## src/rtl/pit_pkg.sv

```systemverilog
// Package for the pre-integration table engine: beat types, memory entry layout,
// divider request and response, state encoding, constants and small helper functions.
// It has no dependencies. Both rtl/pit_div.sv and the top level import it.
package pit_pkg;

  // Table geometry and datapath widths.
  localparam int MaxEntries = 256;
  localparam int IdxW       = $clog2(MaxEntries);
  localparam int ChW        = 16;
  localparam int SumW       = 32;
  localparam int PixW       = 8;
  localparam int DistW      = 24;
  localparam int CntW       = 9;
  localparam int NW         = DistW + SumW;
  localparam int RemW       = NW + 8;

  // Divider modes: colour needs an 8-bit quotient over a 2^32 scale, opacity a 22-bit Q16 one.
  localparam int ColW     = 8;
  localparam int ColShift = 32;
  localparam int OpaW     = 22;
  localparam int OpaShift = 16;
  localparam int DshW     = IdxW + ColShift + ColW;
  localparam int StepW    = $clog2(OpaW + 1);

  // Configuration register indexes.
  localparam int CfgIdxW  = 1;
  localparam int CfgDataW = 24;
  localparam logic [CfgIdxW-1:0] CfgEntryCount = 1'b0;
  localparam logic [CfgIdxW-1:0] CfgSampleDist = 1'b1;

  // Operation codes.
  localparam logic OpLoad  = 1'b0;
  localparam logic OpQuery = 1'b1;

  // Exponent constants.
  localparam logic [16:0]     Log2eQ16 = 17'd94548;
  localparam logic [OpaW-1:0] XSat     = 22'h200000;
  localparam logic [16:0]     OneQ16   = 17'd65536;

  typedef struct packed {
    logic          opcode;
    logic [7:0]    index_a;
    logic [7:0]    index_b;
    logic [15:0]   red_in;
    logic [15:0]   green_in;
    logic [15:0]   blue_in;
    logic [15:0]   alpha_in;
  } pit_in_t;

  typedef struct packed {
    logic [7:0]  red_out;
    logic [7:0]  green_out;
    logic [7:0]  blue_out;
    logic [7:0]  alpha_out;
    logic        bad_index;
  } pit_out_t;

  // One table entry: prefix sums and the raw sample; channel 0 is red.
  typedef struct packed {
    logic [3:0][SumW-1:0] sum;
    logic [3:0][ChW-1:0]  raw;
  } pit_entry_t;

  typedef struct packed {
    logic            start;
    logic            opacity;
    logic [RemW-1:0] num;
    logic [IdxW-1:0] den;
  } pit_div_req_t;

  typedef struct packed {
    logic            busy;
    logic            done;
    logic            sat;
    logic [OpaW-1:0] quo;
  } pit_div_rsp_t;

  typedef enum logic [3:0] {
    StIdle,
    StRdA,
    StRdB,
    StMul,
    StDivGo,
    StDivWait,
    StExp1,
    StExp2,
    StExp3,
    StFin
  } pit_state_e;

  // 2^(-i/16) in Q16 for i = 0..16.
  function automatic logic [16:0] pow2_neg(input logic [4:0] idx);
    logic [16:0] v;
    case (idx)
      5'd0:    v = 17'd65536;
      5'd1:    v = 17'd62757;
      5'd2:    v = 17'd60097;
      5'd3:    v = 17'd57549;
      5'd4:    v = 17'd55109;
      5'd5:    v = 17'd52773;
      5'd6:    v = 17'd50535;
      5'd7:    v = 17'd48393;
      5'd8:    v = 17'd46341;
      5'd9:    v = 17'd44376;
      5'd10:   v = 17'd42495;
      5'd11:   v = 17'd40693;
      5'd12:   v = 17'd38968;
      5'd13:   v = 17'd37316;
      5'd14:   v = 17'd35734;
      5'd15:   v = 17'd34219;
      default: v = 17'd32768;
    endcase
    return v;
  endfunction

  // Q0.16 sample times 255, truncated to 8 bits.
  function automatic logic [PixW-1:0] raw_scale(input logic [ChW-1:0] s);
    logic [23:0] p;
    p = {s, 8'b0} - {8'b0, s};
    return p[23:16];
  endfunction

endpackage

```

## src/rtl/pit_div.sv

```systemverilog
// Sequential restoring divider that serves the colour and opacity terms, one quotient bit a cycle.
// It depends on pit_pkg for the request and response structs and for the mode widths.
module pit_div
  import pit_pkg::*;
(
  input  logic         clk_i,
  input  logic         rst_ni,
  input  pit_div_req_t req_i,
  output pit_div_rsp_t rsp_o
);

  logic [RemW-1:0]  rem_q, rem_d;
  logic [DshW-1:0]  dsh_q, dsh_d;
  logic [OpaW-1:0]  quo_q, quo_d;
  logic [StepW-1:0] cnt_q, cnt_d;
  logic             busy_q, busy_d;
  logic             done_q, done_d;
  logic             sat_q, sat_d;
  logic [DshW-1:0]  den_ext;
  logic [DshW-1:0]  lim;
  logic             ge;

  assign den_ext = DshW'(req_i.den);
  assign lim     = req_i.opacity ? (den_ext << (OpaShift + OpaW))
                                 : (den_ext << (ColShift + ColW));
  assign ge      = rem_q >= RemW'(dsh_q);

  // Load on start, then one compare and subtract per cycle.
  always_comb begin
    rem_d  = rem_q;
    dsh_d  = dsh_q;
    quo_d  = quo_q;
    cnt_d  = cnt_q;
    busy_d = busy_q;
    sat_d  = sat_q;
    done_d = 1'b0;
    if (req_i.start) begin
      rem_d  = req_i.num;
      dsh_d  = req_i.opacity ? (den_ext << (OpaShift + OpaW - 1))
                             : (den_ext << (ColShift + ColW - 1));
      quo_d  = '0;
      cnt_d  = req_i.opacity ? StepW'(OpaW) : StepW'(ColW);
      sat_d  = req_i.num >= RemW'(lim);
      busy_d = 1'b1;
    end else if (busy_q) begin
      if (ge) begin
        rem_d = rem_q - RemW'(dsh_q);
      end
      quo_d = {quo_q[OpaW-2:0], ge};
      dsh_d = dsh_q >> 1;
      cnt_d = cnt_q - StepW'(1);
      if (cnt_q == StepW'(1)) begin
        busy_d = 1'b0;
        done_d = 1'b1;
      end
    end
  end

  always_ff @(posedge clk_i or negedge rst_ni) begin
    if (!rst_ni) begin
      busy_q <= 1'b0;
      done_q <= 1'b0;
      cnt_q  <= '0;
    end else begin
      busy_q <= busy_d;
      done_q <= done_d;
      cnt_q  <= cnt_d;
    end
  end

  always_ff @(posedge clk_i) begin
    rem_q <= rem_d;
    dsh_q <= dsh_d;
    quo_q <= quo_d;
    sat_q <= sat_d;
  end

  assign rsp_o.busy = busy_q;
  assign rsp_o.done = done_q;
  assign rsp_o.sat  = sat_q;
  assign rsp_o.quo  = quo_q;

endmodule

```

## config.mk

```make
export PLATFORM = sky130hd
export DESIGN_NAME = pit_div
export DESIGN_NICKNAME = d
export VERILOG_FILES = /design/src/rtl/pit_pkg.sv /design/src/rtl/pit_div.sv
export SDC_FILE = /design/constraint.sdc
export NUM_CORES = 1
export LEC_CHECK = 0
export ABC_AREA = 1
export BUFFER_PORTS_ARGS = -buffer_cell sky130_fd_sc_hd__buf_4
export CAP_MARGIN = 40
export CORE_AREA = 2 2 149 260
export CTS_BUF_LIST = sky130_fd_sc_hd__clkbuf_4 sky130_fd_sc_hd__clkbuf_8 sky130_fd_sc_hd__clkbuf_16
export DETAILED_ROUTE_END_ITERATION = 7
export DIE_AREA = 0 0 151 262
export GPL_TIMING_DRIVEN = 1
export PLACE_DENSITY = 0.54
export SLEW_MARGIN = 5
export SYNTH_ARGS = -nofsm -noshare
export SYNTH_HDL_FRONTEND = slang
export SYNTH_SLANG_ARGS = --single-unit
```

## constraint.sdc

```tcl
create_clock -name clk_i -period 3.8 [get_ports clk_i]
set_input_delay 0.76 -clock clk_i [delete_from_list [all_inputs] [get_ports clk_i]]
set_output_delay 0.76 -clock clk_i [all_outputs]
set_load 0.005 [all_outputs]
```

==> results of run 1 <==
-- per-layer routing --
layer | up-vias | part of all wire | track usage
met5 | - | 0 | 0
met4 | 0 | 0.071 | 0.139
met3 | 100 | 0.029 | 0.0337
met2 | 205 | 0.56 | 0.406
met1 | 4840 | 0.34 | 0.182
li1 | 5450 | - | -
-- flip-flops by register name, indices dropped and copies added (netlist names) --
name    count
quo_q      22
rem_q      64
sat_q       1
dsh_q      47
cnt_q       5
busy_q      1
done_q      1
-- worst paths after layout --
path                       startpoint         to  slack [ns]  cells after the start
setup / recovery             rem_q[0]  rem_q[25]        0.85                     15
hold / removal                 rst_ni   cnt_q[3]         0.1                      1
setup reg to reg             rem_q[0]  rem_q[25]        0.85                     15
hold reg to reg             quo_q[21]  quo_q[21]        0.48                      2
max in group asynchronous      rst_ni     busy_q        3.57                      1
min in group clk_i          quo_q[21]  quo_q[21]        0.48                      2
-- kinds of logic after synthesis --
family,synth area share
buf+inv,0.134
mux,0.00361
compound gates,0.0633
fa+ha+maj,0.0683
flops,0.358
xor+xnor,0.0181
simple gates,0.355
-- critical path, stage by stage (launching register included) --
cell and delay (ns):
edfxtp_1 0.33, inv_1 0.04, ha_1 0.18, inv_1 0.11, fa_1 0.27, nand3_1 0.10, nand3_2 0.13, nand2_1 0.06
nand2_1 0.20, nand2_1 0.08, nand2_1 0.17, nand3_1 0.15, nand4_1 0.14, nand2_1 0.08, nand2_2 0.08, buf_4 0.43
-- metrics by stage --
step | setup WS [ns] | hold slack [ns] | cell area [sq um] | total power [mW]
2_1_floorplan | 0.334 | 0.452 | 11100 | 5.55
3_3_place_gp | 0.923 | 0.453 | 12400 | 7.14
3_5_place_dp | 0.884 | 0.474 | 12400 | 7.16
4_1_cts | 0.861 | 0.0841 | 13000 | 8.93
5_1_grt | 0.663 | 0.0891 | 13000 | 9.60
6_report | 0.853 | 0.0995 | 13000 | 8.86
-- cells in the final DEF, fill, tap and decap left out, types with 5 or more instances in the layout --
master	instances
a21oi_1	50
nor4_1	9
buf_4	104
nor2_1	179
edfxtp_1	112
dfrtp_1	7
or2_2	6
nand4_1	10
o22ai_1	19
dfxtp_1	22
nand3_2	8
nor2_2	10
nor3_1	7
nand2_2	12
nand2_1	622
o21ai_0	46
xnor2_1	22
inv_1	357
o21ai_1	5
nand3_1	87
clkbuf_16	20
ha_1	59
-- final cells by class --
cell class,instances,area [sq um]
clock buffer,23,536
clock inverter,9,66.3
fill,4165,24400
inverter,360,1350
multi-input combinational,1177,5640
sequential,141,3980
tap,480,601
timing repair buffer,106,821
-- where the power goes --
group          internal (mW)  total [mW]  switching (mW)
Clock                   1.00        1.73           0.730
Sequential              2.05        2.18           0.131
Combinational           1.54        4.95            3.41
Total                   4.59        8.86            4.27
==> results.sh, run 1 <==
export IMPL_ant_nets=0
export IMPL_clkTransAtPathRegs_ns=0.07
export IMPL_die_area_sq_mm=0.0396
export IMPL_wl_per_cell_um=17.0
export IMPL_synth_nets=1843
export IMPL_synth_common_cells="nand2_1 (623), inv_1 (359), nor2_1 (179), edfxtp_1 (112), nand3_1 (87)"
export IMPL_synth_most_common_cell="nand2_1"
export IMPL_end_kind="register"
export IMPL_synth_ff_type="edfxtp_1"
export IMPL_cts_root_buf="clkbuf_16"
export IMPL_required_ns=3.90
export IMPL_cts_resized_gates=0
export IMPL_worst_slew_pin_slew_ns=0.851
export IMPL_rsz0062_at_grt="false"
export IMPL_cts_setup_buffers=0
export IMPL_drive_gt1_frac=0.0991
export IMPL_first_global_vias=11000
export IMPL_grt_use_total=0.204
export IMPL_vias=10600
export IMPL_finalSetupTns_ns=0
export IMPL_syn_inst=1707
export IMPL_stdcell_count=2296
export IMPL_drc=0
export IMPL_grt_max_degree=68
export IMPL_crit_arrival_ns=3.05
export IMPL_diodes=0
export IMPL_dr_first_iter_drc_count=450
export IMPL_dpl_hpwl_um=32500
export IMPL_postSynth_asyncResetShare=0.0496
export IMPL_timing_final_crit_share=0.776
export IMPL_max_freq_mhz=339
export IMPL_ir_worst_vdd_v=0.000347
export IMPL_dp_cells=2264
export IMPL_io_buffers=100
export IMPL_drtPass1Iterations=5
export IMPL_gp_congestion=0.978
export IMPL_core_sq_mm=0.0374
export IMPL_fin_util=0.347
export IMPL_yosys_warnings=0
export IMPL_insertion_delay_ns=0.46
export IMPL_cts_sinks=141
export IMPL_relSlewSlack=0.431
export IMPL_synth_seq_cells=141
export IMPL_synthDistinctLibCells=41
export IMPL_cts_inserted_buffers=17
export IMPL_seq_area_frac_synth=0.358
export IMPL_path_max_fanout=32
export IMPL_start_util=0.297
export IMPL_htree_levels=4
export IMPL_setup_violations=0
export IMPL_die_h_um=262
export IMPL_synth_top_area_share=0.303
export IMPL_startpoint_type="register"
export IMPL_antenna_found_initial=0
export IMPL_die_w_um=151
export IMPL_critical_path_class="reg -> reg"
export IMPL_rows=94
export IMPL_synth_top_cells_by_area="edfxtp_1 (30%), nand2_1 (21%), inv_1 (12%)"
export IMPL_cts_tree="done"
export IMPL_min_path_type="in -> async"
export IMPL_postCtsHoldBufs=0
export IMPL_finalNetCount=1939
export IMPL_status="completed"
export IMPL_synth_edff_count=112
export IMPL_grt_pass1_wl_um=59400
export IMPL_syn_area_per_cell_sq_um=6.50
export IMPL_post_route_min_period_ns=2.95
export IMPL_drv_slew=0
export IMPL_synth_area_sq_mm=0.0111
export IMPL_p_leak_nw=6.70
export IMPL_wl_um=39100
export IMPL_powerDensity_mw_per_mm2=682
export IMPL_overflow=0
export IMPL_via_per_inst=4.61
export IMPL_hold_violations=0
export IMPL_max_cap_violations=0
export IMPL_synth_area_leader_cell="edfxtp_1"
export IMPL_synthToLayoutAreaGrowth_pct=17.1
export IMPL_clk_path_buf_depth=2
export IMPL_ios=101
export IMPL_finClkSkew_ns=0.0116
(Power assumes the default switching activity.)
==> run 2: changes to the inputs <==
--- a/config.mk
+++ b/config.mk
@@ -5,15 +5,15 @@
 export SDC_FILE = /design/constraint.sdc
 export NUM_CORES = 1
 export LEC_CHECK = 0
-export ABC_AREA = 1
+export ABC_AREA = 0
 export BUFFER_PORTS_ARGS = -buffer_cell sky130_fd_sc_hd__buf_4
 export CAP_MARGIN = 40
-export CORE_AREA = 2 2 149 260
+export CORE_AREA = 2 2 138 241
 export CTS_BUF_LIST = sky130_fd_sc_hd__clkbuf_4 sky130_fd_sc_hd__clkbuf_8 sky130_fd_sc_hd__clkbuf_16
 export DETAILED_ROUTE_END_ITERATION = 7
-export DIE_AREA = 0 0 151 262
+export DIE_AREA = 0 0 140 243
 export GPL_TIMING_DRIVEN = 1
-export PLACE_DENSITY = 0.54
+export PLACE_DENSITY = 0.57
 export SLEW_MARGIN = 5
 export SYNTH_ARGS = -nofsm -noshare
 export SYNTH_HDL_FRONTEND = slang
==> constraint.sdc (replaced) <==
create_clock -name clk_i -period 2.4 [get_ports clk_i]
set_input_delay 0.48 -clock clk_i [delete_from_list [all_inputs] [get_ports clk_i]]
set_output_delay 0.48 -clock clk_i [all_outputs]
set_load 0.005 [all_outputs]
==> run 2 against run 1 <==
  * The run now ends with design-rule violations, negative setup slack left
  * Non-clock buffer count grew 331
  * Setup slack lost 1.7 ns
  * Maximum frequency shrank 8.5%
  * First-iteration DRC count shrank 4.7%
  * Largest power group unchanged
==> results.sh, run 2 <==
export IMPL_dr_first_iter_drc_count=429
export IMPL_gp_congestion=0.915
export IMPL_crit_arrival_ns=3.41
export IMPL_cts_root_buf="clkbuf_16"
export IMPL_worst_slew_pin_slew_ns=0.560
export IMPL_yosys_warnings=0
export IMPL_synth_area_leader_cell="edfxtp_1"
export IMPL_violations="design-rule violations, negative setup slack"
export IMPL_vias=9390
export IMPL_synth_edff_count=112
export IMPL_mostFrequentLayoutCell="buf_4"
export IMPL_post_route_min_period_ns=3.22
export IMPL_cp_startpoint="rem_q[0]"
export IMPL_synth_area_sq_mm=0.00952
export IMPL_core_sq_mm=0.0321
export IMPL_ir_worst_vdd_v=0.000664
export IMPL_rows=87
export IMPL_dp_cells=1788
export IMPL_start_util=0.297
export IMPL_hp_start="req_i[33]"
export IMPL_die_h_um=243
export IMPL_stdcell_count=1870
export IMPL_holdWs_ns=0.328
export IMPL_antenna_found_initial=0
export IMPL_synth_most_common_cell="nor2_1"
export IMPL_status="complete, but fails checks"
export IMPL_drv_slew=0
export IMPL_r2r_slack_ns=-0.82
export IMPL_end_kind="register"
export IMPL_total_power_mw=17.6
export IMPL_pre_cts_slack_ns=-0.884
export IMPL_required_ns=2.59
export IMPL_synth_ff_type="edfxtp_1"
export IMPL_synth_common_cells="nor2_1 (133), nand2_1 (127), edfxtp_1 (112), o21ai_0 (81), inv_1 (74)"
export IMPL_max_freq_mhz=311
export IMPL_hold_violations=0
export IMPL_synth_top_area_share=0.353
export IMPL_io_buffers=100
export IMPL_ios=101
export IMPL_cts_tree="done"
export IMPL_ant_nets=0
export IMPL_finalNetCount=1593
export IMPL_synth_seq_cells=141
export IMPL_grt_pass1_wl_um=50000
export IMPL_drive_gt1_frac=0.435
export IMPL_syn_inst=1049
export IMPL_clk_path_buf_depth=2
export IMPL_finClkSkew_ns=0.0117
export IMPL_top_register="rem_q"
export IMPL_min_path_type="in -> reg"
export IMPL_dpl_hpwl_um=23800
export IMPL_postSynth_asyncResetShare=0.0496
export IMPL_diodes=0
export IMPL_grt_max_degree=112
export IMPL_via_per_inst=5.02
export IMPL_cts_sinks=141
export IMPL_r2r_start="rem_q[0]"
export IMPL_synth_top_cells_by_area="edfxtp_1 (35%), ha_1 (7.8%), nor2_1 (5.2%)"
export IMPL_wl_per_cell_um=17.1
export IMPL_grt_use_total=0.187
export IMPL_overflow=0
export IMPL_powerDensity_mw_per_mm2=1170
export IMPL_synthToLayoutAreaGrowth_pct=57.7
export IMPL_cts_inserted_buffers=17
export IMPL_die_w_um=140
export IMPL_timing_final_crit_share=1.34
export IMPL_rsz0062_at_grt="true"
export IMPL_drc=4
export IMPL_critical_path_class="reg -> reg"
export IMPL_path_max_fanout=28
export IMPL_final_cell_mix="buf_4 (392), nor2_1 (129), nand2_1 (117), edfxtp_1 (112), inv_1 (61)"
export IMPL_syn_area_per_cell_sq_um=9.08
export IMPL_fillers=3034
export IMPL_die_area_sq_mm=0.0340
export IMPL_setup_violations=112
export IMPL_p_leak_nw=6.40
export IMPL_top_regs="rem_q: 64 flops, dsh_q: 47 flops, quo_q: 22 flops"
export IMPL_relSlewSlack=0.624
export IMPL_startpoint_type="register"
export IMPL_seq_area_frac_synth=0.418
export IMPL_insertion_delay_ns=0.45
export IMPL_fin_ws_ns=-0.820
export IMPL_first_global_vias=9901
export IMPL_synth_nets=1185
export IMPL_clkTransAtPathRegs_ns=0.06
export IMPL_synthDistinctLibCells=78
export IMPL_max_cap_violations=0
export IMPL_finalSetupTns_ns=-70.20
export IMPL_largest_reg_flops=64
export IMPL_wl_um=31900
export IMPL_htree_levels=4
export IMPL_drtPass1Iterations=7
-- run 2: changes by cell type in the layout (fill, tap and decap cells not counted), moves of 24 or more --
cell / change
nor2_1: -50
inv_1: -296
nand2_1: -505
ha_1: -24
mux2i_1: +28
nand3_1: -72
ha_4: +24
buf_6: +35
buf_4: +288
-- run 2: per-layer routing --
layer  share of wire  track usage
met5               0            0
met3           0.029       0.0314
met1            0.37        0.188
met4           0.047        0.103
met2            0.56        0.359
-- run 2: cell families after synthesis --
kind of cell	count (synthesis)	synth area share
adders and majority gates	60	0.0796
and+or+nand+nor	377	0.180
xor gates and xnor gates	46	0.0423
DFF	141	0.418
muxes	33	0.0348
buffers and inverters	122	0.0556
AOI/OAI and AO/OA	270	0.190
-- run 2: area by class of cell --
cell class,count,area [sq um],share of cell area
clock buffer,21,462,0.0307
clock inverter,11,134,0.00892
inverter,74,278,0.0185
multi-input combinational,786,6140,0.409
sequential,141,3980,0.265
tap,400,500,0.0333
timing repair buffer,437,3530,0.235
-- run 2: repair_timing --
item	4_1_cts	5_1_grt
gates cloned	0	0
resized for setup	171	76
endpoints found under the hold margin	7	0
buffers inserted	36	27
hold buffers	1	0
pin swaps	74	63
setup endpoints to repair	117	119
-- run 2: critical path: stages, from the launching register on --
cell       delay [ns]
edfxtp_1         0.38
inv_2            0.08
ha_4             0.14
inv_2            0.04
fa_2             0.34
a21oi_2          0.17
o22ai_2          0.11
o31ai_4          0.24
o211ai_4         0.15
a2111oi_4        0.38
buf_4            0.21
o21ai_4          0.07
o41ai_4          0.20
buf_4            0.19
nand2_8          0.06
buf_12           0.17
-- run 2: report_power, final --
part	internal [mW]	switching, mW	total, mW
clock network	1.60	1.11	2.71
logic	5.80	5.53	11.3
registers	3.26	0.297	3.56
-- run 2: worst paths after layout --
path	to	cells past startpoint
min	rem_q[25]	3
min in group asynchronous	busy_q	2
max in group asynchronous	cnt_q[2]	2
max	rem_q[5]	15
max reg2reg	rem_q[5]	15
min reg2reg	quo_q[21]	2
-- run 2: per-stage QoR --
stage / instance area [sq um] / util
after floorplan: 9640 / -
after global placement: 12900 / 0.401
after detailed placement: 12900 / 0.401
after CTS: 14500 / 0.453
after global routing: 15000 / 0.468
final: 15000 / 0.468
